## src/rtl/shamd_pkg.sv

```systemverilog
`default_nettype none
package shamd_pkg;

    typedef enum logic [2:0] {
        ST_IDLE,
        ST_COMP,
        ST_FOLD,
        ST_PAD,
        ST_OUT
    } t_state;

    typedef struct packed {
        logic       shift_byte;
        logic [7:0] byte_val;
        logic       step;
    } t_sched_ctl;

    typedef struct packed {
        logic load;
        logic round;
        logic fold;
        logic rotate;
        logic reinit;
    } t_core_ctl;

    localparam logic [7:0] PAD_MARK = 8'h80;
    localparam logic [5:0] LEN_POS  = 6'd56;
    localparam logic [5:0] LAST_POS = 6'd63;
    localparam logic [5:0] LAST_RND = 6'd63;
    localparam logic [2:0] LAST_IDX = 3'd7;

    localparam logic [31:0] INIT_HASH [8] = '{
        32'h6a09e667, 32'hbb67ae85, 32'h3c6ef372, 32'ha54ff53a,
        32'h510e527f, 32'h9b05688c, 32'h1f83d9ab, 32'h5be0cd19
    };

    localparam logic [31:0] ROUND_K [64] = '{
        32'h428a2f98, 32'h71374491, 32'hb5c0fbcf, 32'he9b5dba5,
        32'h3956c25b, 32'h59f111f1, 32'h923f82a4, 32'hab1c5ed5,
        32'hd807aa98, 32'h12835b01, 32'h243185be, 32'h550c7dc3,
        32'h72be5d74, 32'h80deb1fe, 32'h9bdc06a7, 32'hc19bf174,
        32'he49b69c1, 32'hefbe4786, 32'h0fc19dc6, 32'h240ca1cc,
        32'h2de92c6f, 32'h4a7484aa, 32'h5cb0a9dc, 32'h76f988da,
        32'h983e5152, 32'ha831c66d, 32'hb00327c8, 32'hbf597fc7,
        32'hc6e00bf3, 32'hd5a79147, 32'h06ca6351, 32'h14292967,
        32'h27b70a85, 32'h2e1b2138, 32'h4d2c6dfc, 32'h53380d13,
        32'h650a7354, 32'h766a0abb, 32'h81c2c92e, 32'h92722c85,
        32'ha2bfe8a1, 32'ha81a664b, 32'hc24b8b70, 32'hc76c51a3,
        32'hd192e819, 32'hd6990624, 32'hf40e3585, 32'h106aa070,
        32'h19a4c116, 32'h1e376c08, 32'h2748774c, 32'h34b0bcb5,
        32'h391c0cb3, 32'h4ed8aa4a, 32'h5b9cca4f, 32'h682e6ff3,
        32'h748f82ee, 32'h78a5636f, 32'h84c87814, 32'h8cc70208,
        32'h90befffa, 32'ha4506ceb, 32'hbef9a3f7, 32'hc67178f2
    };

    function automatic logic [31:0] big_sigma0(input logic [31:0] a);
        return {a[1:0], a[31:2]} ^ {a[12:0], a[31:13]} ^ {a[21:0], a[31:22]};
    endfunction

    function automatic logic [31:0] big_sigma1(input logic [31:0] e);
        return {e[5:0], e[31:6]} ^ {e[10:0], e[31:11]} ^ {e[24:0], e[31:25]};
    endfunction

    function automatic logic [31:0] small_sigma0(input logic [31:0] x);
        return {x[6:0], x[31:7]} ^ {x[17:0], x[31:18]} ^ {3'b000, x[31:3]};
    endfunction

    function automatic logic [31:0] small_sigma1(input logic [31:0] y);
        return {y[16:0], y[31:17]} ^ {y[18:0], y[31:19]} ^ {10'b0, y[31:10]};
    endfunction

endpackage
`default_nettype wire

```

## src/rtl/shamd_sched.sv

```systemverilog
`default_nettype none
module shamd_sched (
    input  wire                    i_clk,
    input  shamd_pkg::t_sched_ctl  i_ctl,
    output logic [31:0]            o_w
);

    logic [31:0] r_w [16];
    logic [31:0] n_new;

    assign n_new = shamd_pkg::small_sigma1(r_w[14]) + r_w[9]
                 + shamd_pkg::small_sigma0(r_w[1]) + r_w[0];

    // Bytes enter at the low end, so the first byte of a block ends up in the top of word 0.
    always_ff @(posedge i_clk) begin
        if (i_ctl.shift_byte) begin
            for (int i = 0; i < 15; i++) begin
                r_w[i] <= {r_w[i][23:0], r_w[i+1][31:24]};
            end
            r_w[15] <= {r_w[15][23:0], i_ctl.byte_val};
        end else if (i_ctl.step) begin
            for (int i = 0; i < 15; i++) begin
                r_w[i] <= r_w[i+1];
            end
            r_w[15] <= n_new;
        end
    end

    assign o_w = r_w[0];

endmodule
`default_nettype wire

```

## src/rtl/shamd_round.sv

```systemverilog
`default_nettype none
module shamd_round (
    input  wire                   i_clk,
    input  wire                   i_rst_n,
    input  shamd_pkg::t_core_ctl  i_ctl,
    input  wire  [31:0]           i_k,
    input  wire  [31:0]           i_w,
    output logic [31:0]           o_word
);

    logic [31:0] r_wv    [8];
    logic [31:0] r_chain [8];
    logic [31:0] n_t1;
    logic [31:0] n_t2;
    logic [31:0] n_ch;
    logic [31:0] n_mj;

    always_comb begin
        n_ch = (r_wv[4] & r_wv[5]) ^ (~r_wv[4] & r_wv[6]);
        n_mj = (r_wv[0] & r_wv[1]) ^ (r_wv[0] & r_wv[2]) ^ (r_wv[1] & r_wv[2]);
        n_t1 = r_wv[7] + shamd_pkg::big_sigma1(r_wv[4]) + n_ch + i_k + i_w;
        n_t2 = shamd_pkg::big_sigma0(r_wv[0]) + n_mj;
    end

    always_ff @(posedge i_clk) begin
        if (i_ctl.load) begin
            for (int i = 0; i < 8; i++) begin
                r_wv[i] <= r_chain[i];
            end
        end else if (i_ctl.round) begin
            r_wv[7] <= r_wv[6];
            r_wv[6] <= r_wv[5];
            r_wv[5] <= r_wv[4];
            r_wv[4] <= r_wv[3] + n_t1;
            r_wv[3] <= r_wv[2];
            r_wv[2] <= r_wv[1];
            r_wv[1] <= r_wv[0];
            r_wv[0] <= n_t1 + n_t2;
        end
    end

    always_ff @(posedge i_clk) begin
        if (!i_rst_n || i_ctl.reinit) begin
            for (int i = 0; i < 8; i++) begin
                r_chain[i] <= shamd_pkg::INIT_HASH[i];
            end
        end else if (i_ctl.fold) begin
            for (int i = 0; i < 8; i++) begin
                r_chain[i] <= r_chain[i] + r_wv[i];
            end
        end else if (i_ctl.rotate) begin
            // advance the next digest word into slot 0
            for (int i = 0; i < 7; i++) begin
                r_chain[i] <= r_chain[i+1];
            end
            r_chain[7] <= r_chain[0];
        end
    end

    assign o_word = r_chain[0];

endmodule
`default_nettype wire

```

## src/rtl/sha256_message_digest.sv

```systemverilog
`default_nettype none
// SHA-256 over a byte stream. Each request on the slave side carries one byte (tuser high)
// or, with tuser low and tlast high, just closes the message; tlast marks the final request
// of a message. Bytes are taken one per cycle while the input is ready. Every 64th byte starts
// the shared round unit, which runs the rounds and then folds into the chaining value, with
// the input not ready meanwhile. At the end the block pads in hardware one byte per cycle
// (0x80, zeros, 64-bit bit length) up to the block boundary, runs one more compression, or
// two when fewer than nine bytes remain in the block, then presents the eight digest words
// most significant first, word index in tuser and tlast on the eighth.
module sha256_message_digest (
    input  wire         i_clk,
    input  wire         i_rst_n,
    input  wire         i_s_tvalid,
    output logic        o_s_tready,
    input  wire  [7:0]  i_s_tdata,   // [7:0] data_byte
    input  wire         i_s_tuser,   // [0] byte_present
    input  wire         i_s_tlast,   // end_of_message
    output logic        o_m_tvalid,
    input  wire         i_m_tready,
    output logic [31:0] o_m_tdata,   // [31:0] digest_word
    output logic [2:0]  o_m_tuser,   // [2:0] word_index
    output logic        o_m_tlast    // last_word
);

    shamd_pkg::t_state     r_state, n_state;
    shamd_pkg::t_sched_ctl s_sched;
    shamd_pkg::t_core_ctl  s_core;

    logic [60:0] r_count, n_count;
    logic [5:0]  r_pos, n_pos;
    logic [5:0]  r_round, n_round;
    logic [2:0]  r_widx, n_widx;
    logic        r_in_pad, n_in_pad;
    logic        r_mark, n_mark;
    logic        r_len_ok, n_len_ok;

    logic        s_in_acc;
    logic        s_out_acc;
    logic [63:0] s_bits;
    logic [7:0]  s_len_byte;
    logic [7:0]  s_pad_byte;
    logic [31:0] s_w;

    assign s_in_acc   = i_s_tvalid && o_s_tready;
    assign s_out_acc  = o_m_tvalid && i_m_tready;
    assign s_bits     = {r_count, 3'b000};
    assign s_len_byte = s_bits[{~r_pos[2:0], 3'b000} +: 8];

    always_comb begin
        if (r_mark) begin
            s_pad_byte = shamd_pkg::PAD_MARK;
        end else if (r_len_ok && (r_pos >= shamd_pkg::LEN_POS)) begin
            s_pad_byte = s_len_byte;
        end else begin
            s_pad_byte = 8'h00;
        end
    end

    // next state
    always_comb begin
        n_state = r_state;
        unique case (r_state)
            shamd_pkg::ST_IDLE: begin
                if (s_in_acc) begin
                    if (i_s_tuser && (r_pos == shamd_pkg::LAST_POS)) begin
                        n_state = shamd_pkg::ST_COMP;
                    end else if (i_s_tlast) begin
                        n_state = shamd_pkg::ST_PAD;
                    end
                end
            end
            shamd_pkg::ST_COMP: begin
                if (r_round == shamd_pkg::LAST_RND) begin
                    n_state = shamd_pkg::ST_FOLD;
                end
            end
            shamd_pkg::ST_FOLD: begin
                if (!r_in_pad) begin
                    n_state = shamd_pkg::ST_IDLE;
                end else if (r_len_ok) begin
                    n_state = shamd_pkg::ST_OUT;
                end else begin
                    n_state = shamd_pkg::ST_PAD;
                end
            end
            shamd_pkg::ST_PAD: begin
                if (r_pos == shamd_pkg::LAST_POS) begin
                    n_state = shamd_pkg::ST_COMP;
                end
            end
            shamd_pkg::ST_OUT: begin
                if (s_out_acc && (r_widx == shamd_pkg::LAST_IDX)) begin
                    n_state = shamd_pkg::ST_IDLE;
                end
            end
            default: n_state = shamd_pkg::ST_IDLE;
        endcase
    end

    // outputs and control
    always_comb begin
        o_s_tready        = 1'b0;
        o_m_tvalid        = 1'b0;
        s_sched.shift_byte = 1'b0;
        s_sched.byte_val   = i_s_tdata;
        s_sched.step       = 1'b0;
        s_core.load       = 1'b0;
        s_core.round      = 1'b0;
        s_core.fold       = 1'b0;
        s_core.rotate     = 1'b0;
        s_core.reinit     = 1'b0;
        unique case (r_state)
            shamd_pkg::ST_IDLE: begin
                o_s_tready         = 1'b1;
                s_sched.shift_byte = s_in_acc && i_s_tuser;
                s_core.load        = s_in_acc && i_s_tuser && (r_pos == shamd_pkg::LAST_POS);
            end
            shamd_pkg::ST_COMP: begin
                s_sched.step = 1'b1;
                s_core.round = 1'b1;
            end
            shamd_pkg::ST_FOLD: begin
                s_core.fold = 1'b1;
            end
            shamd_pkg::ST_PAD: begin
                s_sched.shift_byte = 1'b1;
                s_sched.byte_val   = s_pad_byte;
                s_core.load        = (r_pos == shamd_pkg::LAST_POS);
            end
            shamd_pkg::ST_OUT: begin
                o_m_tvalid    = 1'b1;
                s_core.rotate = s_out_acc && (r_widx != shamd_pkg::LAST_IDX);
                s_core.reinit = s_out_acc && (r_widx == shamd_pkg::LAST_IDX);
            end
            default: begin
            end
        endcase
    end

    // counters and flags
    always_comb begin
        n_count  = r_count;
        n_pos    = r_pos;
        n_round  = r_round;
        n_widx   = r_widx;
        n_in_pad = r_in_pad;
        n_mark   = r_mark;
        n_len_ok = r_len_ok;
        case (r_state)
            shamd_pkg::ST_IDLE: begin
                if (s_in_acc) begin
                    if (i_s_tuser) begin
                        n_count = r_count + 61'd1;
                        n_pos   = r_pos + 6'd1;
                    end
                    if (i_s_tlast) begin
                        n_in_pad = 1'b1;
                        n_mark   = 1'b1;
                        n_len_ok = 1'b0;
                    end
                end
            end
            shamd_pkg::ST_COMP: begin
                n_round = r_round + 6'd1;
            end
            shamd_pkg::ST_FOLD: begin
                // a padding compression without the length means one more block follows
                if (r_in_pad && !r_len_ok) begin
                    n_len_ok = 1'b1;
                end
            end
            shamd_pkg::ST_PAD: begin
                n_pos = r_pos + 6'd1;
                if (r_mark) begin
                    n_mark   = 1'b0;
                    n_len_ok = (r_pos < shamd_pkg::LEN_POS);
                end
            end
            shamd_pkg::ST_OUT: begin
                if (s_out_acc) begin
                    n_widx = r_widx + 3'd1;
                    if (r_widx == shamd_pkg::LAST_IDX) begin
                        n_count  = '0;
                        n_in_pad = 1'b0;
                    end
                end
            end
            default: begin
            end
        endcase
    end

    always_ff @(posedge i_clk) begin
        if (!i_rst_n) begin
            r_state  <= shamd_pkg::ST_IDLE;
            r_count  <= '0;
            r_pos    <= '0;
            r_round  <= '0;
            r_widx   <= '0;
            r_in_pad <= 1'b0;
            r_mark   <= 1'b0;
            r_len_ok <= 1'b0;
        end else begin
            r_state  <= n_state;
            r_count  <= n_count;
            r_pos    <= n_pos;
            r_round  <= n_round;
            r_widx   <= n_widx;
            r_in_pad <= n_in_pad;
            r_mark   <= n_mark;
            r_len_ok <= n_len_ok;
        end
    end

    shamd_sched u_sched (
        .i_clk (i_clk),
        .i_ctl (s_sched),
        .o_w   (s_w)
    );

    shamd_round u_round (
        .i_clk   (i_clk),
        .i_rst_n (i_rst_n),
        .i_ctl   (s_core),
        .i_k     (shamd_pkg::ROUND_K[r_round]),
        .i_w     (s_w),
        .o_word  (o_m_tdata)
    );

    assign o_m_tuser = r_widx;
    assign o_m_tlast = (r_widx == shamd_pkg::LAST_IDX);

endmodule
`default_nettype wire

```

## config.mk

```make
export PLATFORM = sky130hd
export DESIGN_NAME = sha256_message_digest
export DESIGN_NICKNAME = d
export VERILOG_FILES = /design/src/rtl/shamd_pkg.sv /design/src/rtl/shamd_sched.sv /design/src/rtl/shamd_round.sv /design/src/rtl/sha256_message_digest.sv
export SDC_FILE = /design/constraint.sdc
export NUM_CORES = 2
export LEC_CHECK = 0
export ABC_AREA = 0
export BUFFER_PORTS_ARGS = -buffer_cell sky130_fd_sc_hd__buf_4
export CAP_MARGIN = 5
export CORE_UTILIZATION = 62
export DETAILED_ROUTE_END_ITERATION = 12
export GPL_TIMING_DRIVEN = 0
export PLACE_DENSITY = 0.75
export SLEW_MARGIN = 15
export SYNTH_ARGS = -nofsm -noshare
export SYNTH_HDL_FRONTEND = slang
export SYNTH_SLANG_ARGS = --single-unit
```

## constraint.sdc

```tcl
create_clock -name i_clk -period 18.78 [get_ports i_clk]
set_input_delay 0 -clock i_clk [delete_from_list [all_inputs] [get_ports i_clk]]
set_output_delay 0 -clock i_clk [all_outputs]
set_load 0.01 [all_outputs]
```

==> out/results.ini <==
[synthesis]
synth_top_area_frac=0.4117
syn_inst=8121
synth_warnings=0
yosys.area.top_type=edfxtp_1
syn-num-nets=8732
synth_edf_count=1024
ys_seq_area_frac=0.4337
synth-async-reset-ratio=0
yosys-top-cells-area=edfxtp_1, nand2_1, ha_1, fa_1, xnor2_1
synth-main-ff-cell=edfxtp_1
syn_avg_cell_area_um2=9.196
synth_area_mm2=0.07468
yosysMostFrequentCell=nand2_1
synth_common_cells=nand2_1, edfxtp_1, a21oi_1
ys_types=96
ys_ff_latch=1106

[timing]
min_period_ps=11560
fmax_ghz=0.08651
slew_viol_final=0
tightest_slew_ps=1483
fin_skew_ps=64.94
hold_viol=0
fin_setup_tns_ps=0
relSlewSlack=0.003840
setup_viol=0
fin_crit_sh=0.6155
holdWs_ps=140.0
rsz0062_at_grt=false

[floorplanning]
num_rows=126
dieWidth_um=349.1
dieArea_mm2=0.1218
core_mm2=0.1187
start_util=0.6291
die_h_um=349.1
pin_count=52

[clock_tree]
cts_tree=yes
clk_pin_slew_ps=70
clock_sinks=1106
clk_latency_ps=810
ctsResizeCount=0
cts_root_buf=clkbuf_16
cts_buffers=119
clockBufferDepth=3
h-tree-depth=3

[detailed_routing]
detail_route.vias_per_cell=6.600
drtIter0Drc=11616
via_count=66393
first_pass_iters=8
wl_per_cell_um=29.01
routed_wl_um=291800
drc_errors=0
ant_nets=0

[worst_setup_path]
slowest_stage=a21oi_1
start_kind=flip-flop
crit_path_end_kind=flip-flop
critPathKind=flip-flop to flip-flop
slowest_delay_ps=920
cp_data_arrival_time_ps=12040
path_delay_family=compound AO/OA/AOI/OAI gates
cp.required_ps=19260
path_buf_inv=3
critical_path_peak_fanout=13
cp_common_cell=a21oi_1

[place]
dpl.hpwl_um=225700
globalplace.congestion=1.085
port_buffers=50

[job]
maxCapViolCount=1

[global_route]
use_met1=0.6458
grt.total_usage=0.4731
gr-usage-met3=0.2227
grt_pass1_wl_um=416200
antenna_found_initial=16
grt.busiest_layer=met1
overflow=0
grt_max_degree=62
use_met2=0.6265
grt_pass1_vias=61606

[status]
status=finished, violations left
violations=capacitance limit

[finish]
syn2layout_area_growth_pct=10.03
fin_nets=8952
layout-drive-gt1-share=0.04963

[min_path]
hp-class=input pin to flip-flop

sequential cells by signal, indices dropped and copies added (netlist names):
signal / count
r_round: 6
r_len_ok: 1
r_count: 61
r_in_pad: 1
u_round.r_wv: 256
r_mark: 1
r_state: 3
u_round.r_chain: 256
u_sched.r_w: 512
r_pos: 6
o_m_tuser: 3
cell usage in the layout, fill, tap and decap left out, types with 30 or more instances in the layout:
master,instances
a211oi_1,32
a21o_1,176
a21oi_1,473
a31oi_1,42
and3_1,53
buf_1,30
buf_4,83
clkbuf_1,420
clkbuf_16,119
dfxtp_1,82
edfxtp_1,1024
fa_1,197
ha_1,400
inv_1,346
mux2_2,33
nand2_1,2421
nand2b_1,64
nand3_1,95
nor2_1,375
nor2b_1,31
nor3_1,93
o211ai_1,37
o21a_1,47
o21ai_0,434
o21bai_1,47
or3_1,35
xnor2_1,402
xor2_1,247
worst min-delay path, stage by stage:
cell           delay [ps]
dlygate4sd3_1         550
buf_4                 150
nand3_1                80
a21boi_0               70
timing repair:
action / CTS / global route
setup buffers: 0 / 0
hold endpoints to repair: 21 / 0
hold buffers: 13 / 0
cell families (layout without fill, tap and decap cells):
logic type,Yosys count,after routing,share of synthesized area
AO/OA/AOI/OAI,1573,1573,0.1308
AND/OR/NAND/NOR,3280,3280,0.1799
buffers and inverters,821,1142,0.04304
XOR/XNOR,649,649,0.07611
multiplexers,73,73,0.01369
other,0,18,0
adder cells (fa/ha/maj),619,619,0.1228
flip-flops,1106,1106,0.4337
per-layer routing:
layer	vias up	wire [um]	part of all wire
li1	28357	-	-
met5	-	394	0.0014
met1	31698	108500	0.37
met4	24	16540	0.057
met2	5433	113100	0.39
met3	881	53210	0.18
per-stage QoR:
| step | util | setup slack, ps | instances | cell area, um2 |
|---|---|---|---|---|
| 2_1_floorplan | - | 3998 | 8121 | 74680 |
| 3_3_place_gp | 0.6491 | -4394 | 9771 | 77060 |
| 3_5_place_dp | 0.6572 | 7995 | 9806 | 78010 |
| 4_1_cts | 0.6917 | 7930 | 10041 | 82110 |
| 5_1_grt | 0.6918 | 7017 | 10043 | 82130 |
| 6_report | 0.6922 | 7221 | 10060 | 82170 |
path summary, 6_finish.rpt:
kind	start	endpoint	slack (ps)	cells after the start
max reg2reg	r_round[0]	u_round.r_wv[0][30]	7220	33
min	i_m_tready	o_m_tuser[2]	140	4
min reg2reg	o_m_tuser[2]	o_m_tuser[2]	500	2
max	r_round[0]	u_round.r_wv[0][30]	7220	33
cell type report:
cell class / instances / area [um2]
Buffer: 471 / 1917
Clock buffer: 146 / 3079
Fill cell: 9055 / 36540
Timing Repair Buffer: 99 / 1401
Clock inverter: 76 / 885.9
Sequential cell: 1106 / 32390
Inverter: 350 / 1314
Tap cell: 1600 / 2002
Antenna cell: 18 / 45.04
Multi-Input combinational cell: 6194 / 39140
Power is left out: the tool's default activity adds up to more than one toggle a clock period on the data nets, which glitch-free logic cannot reach.
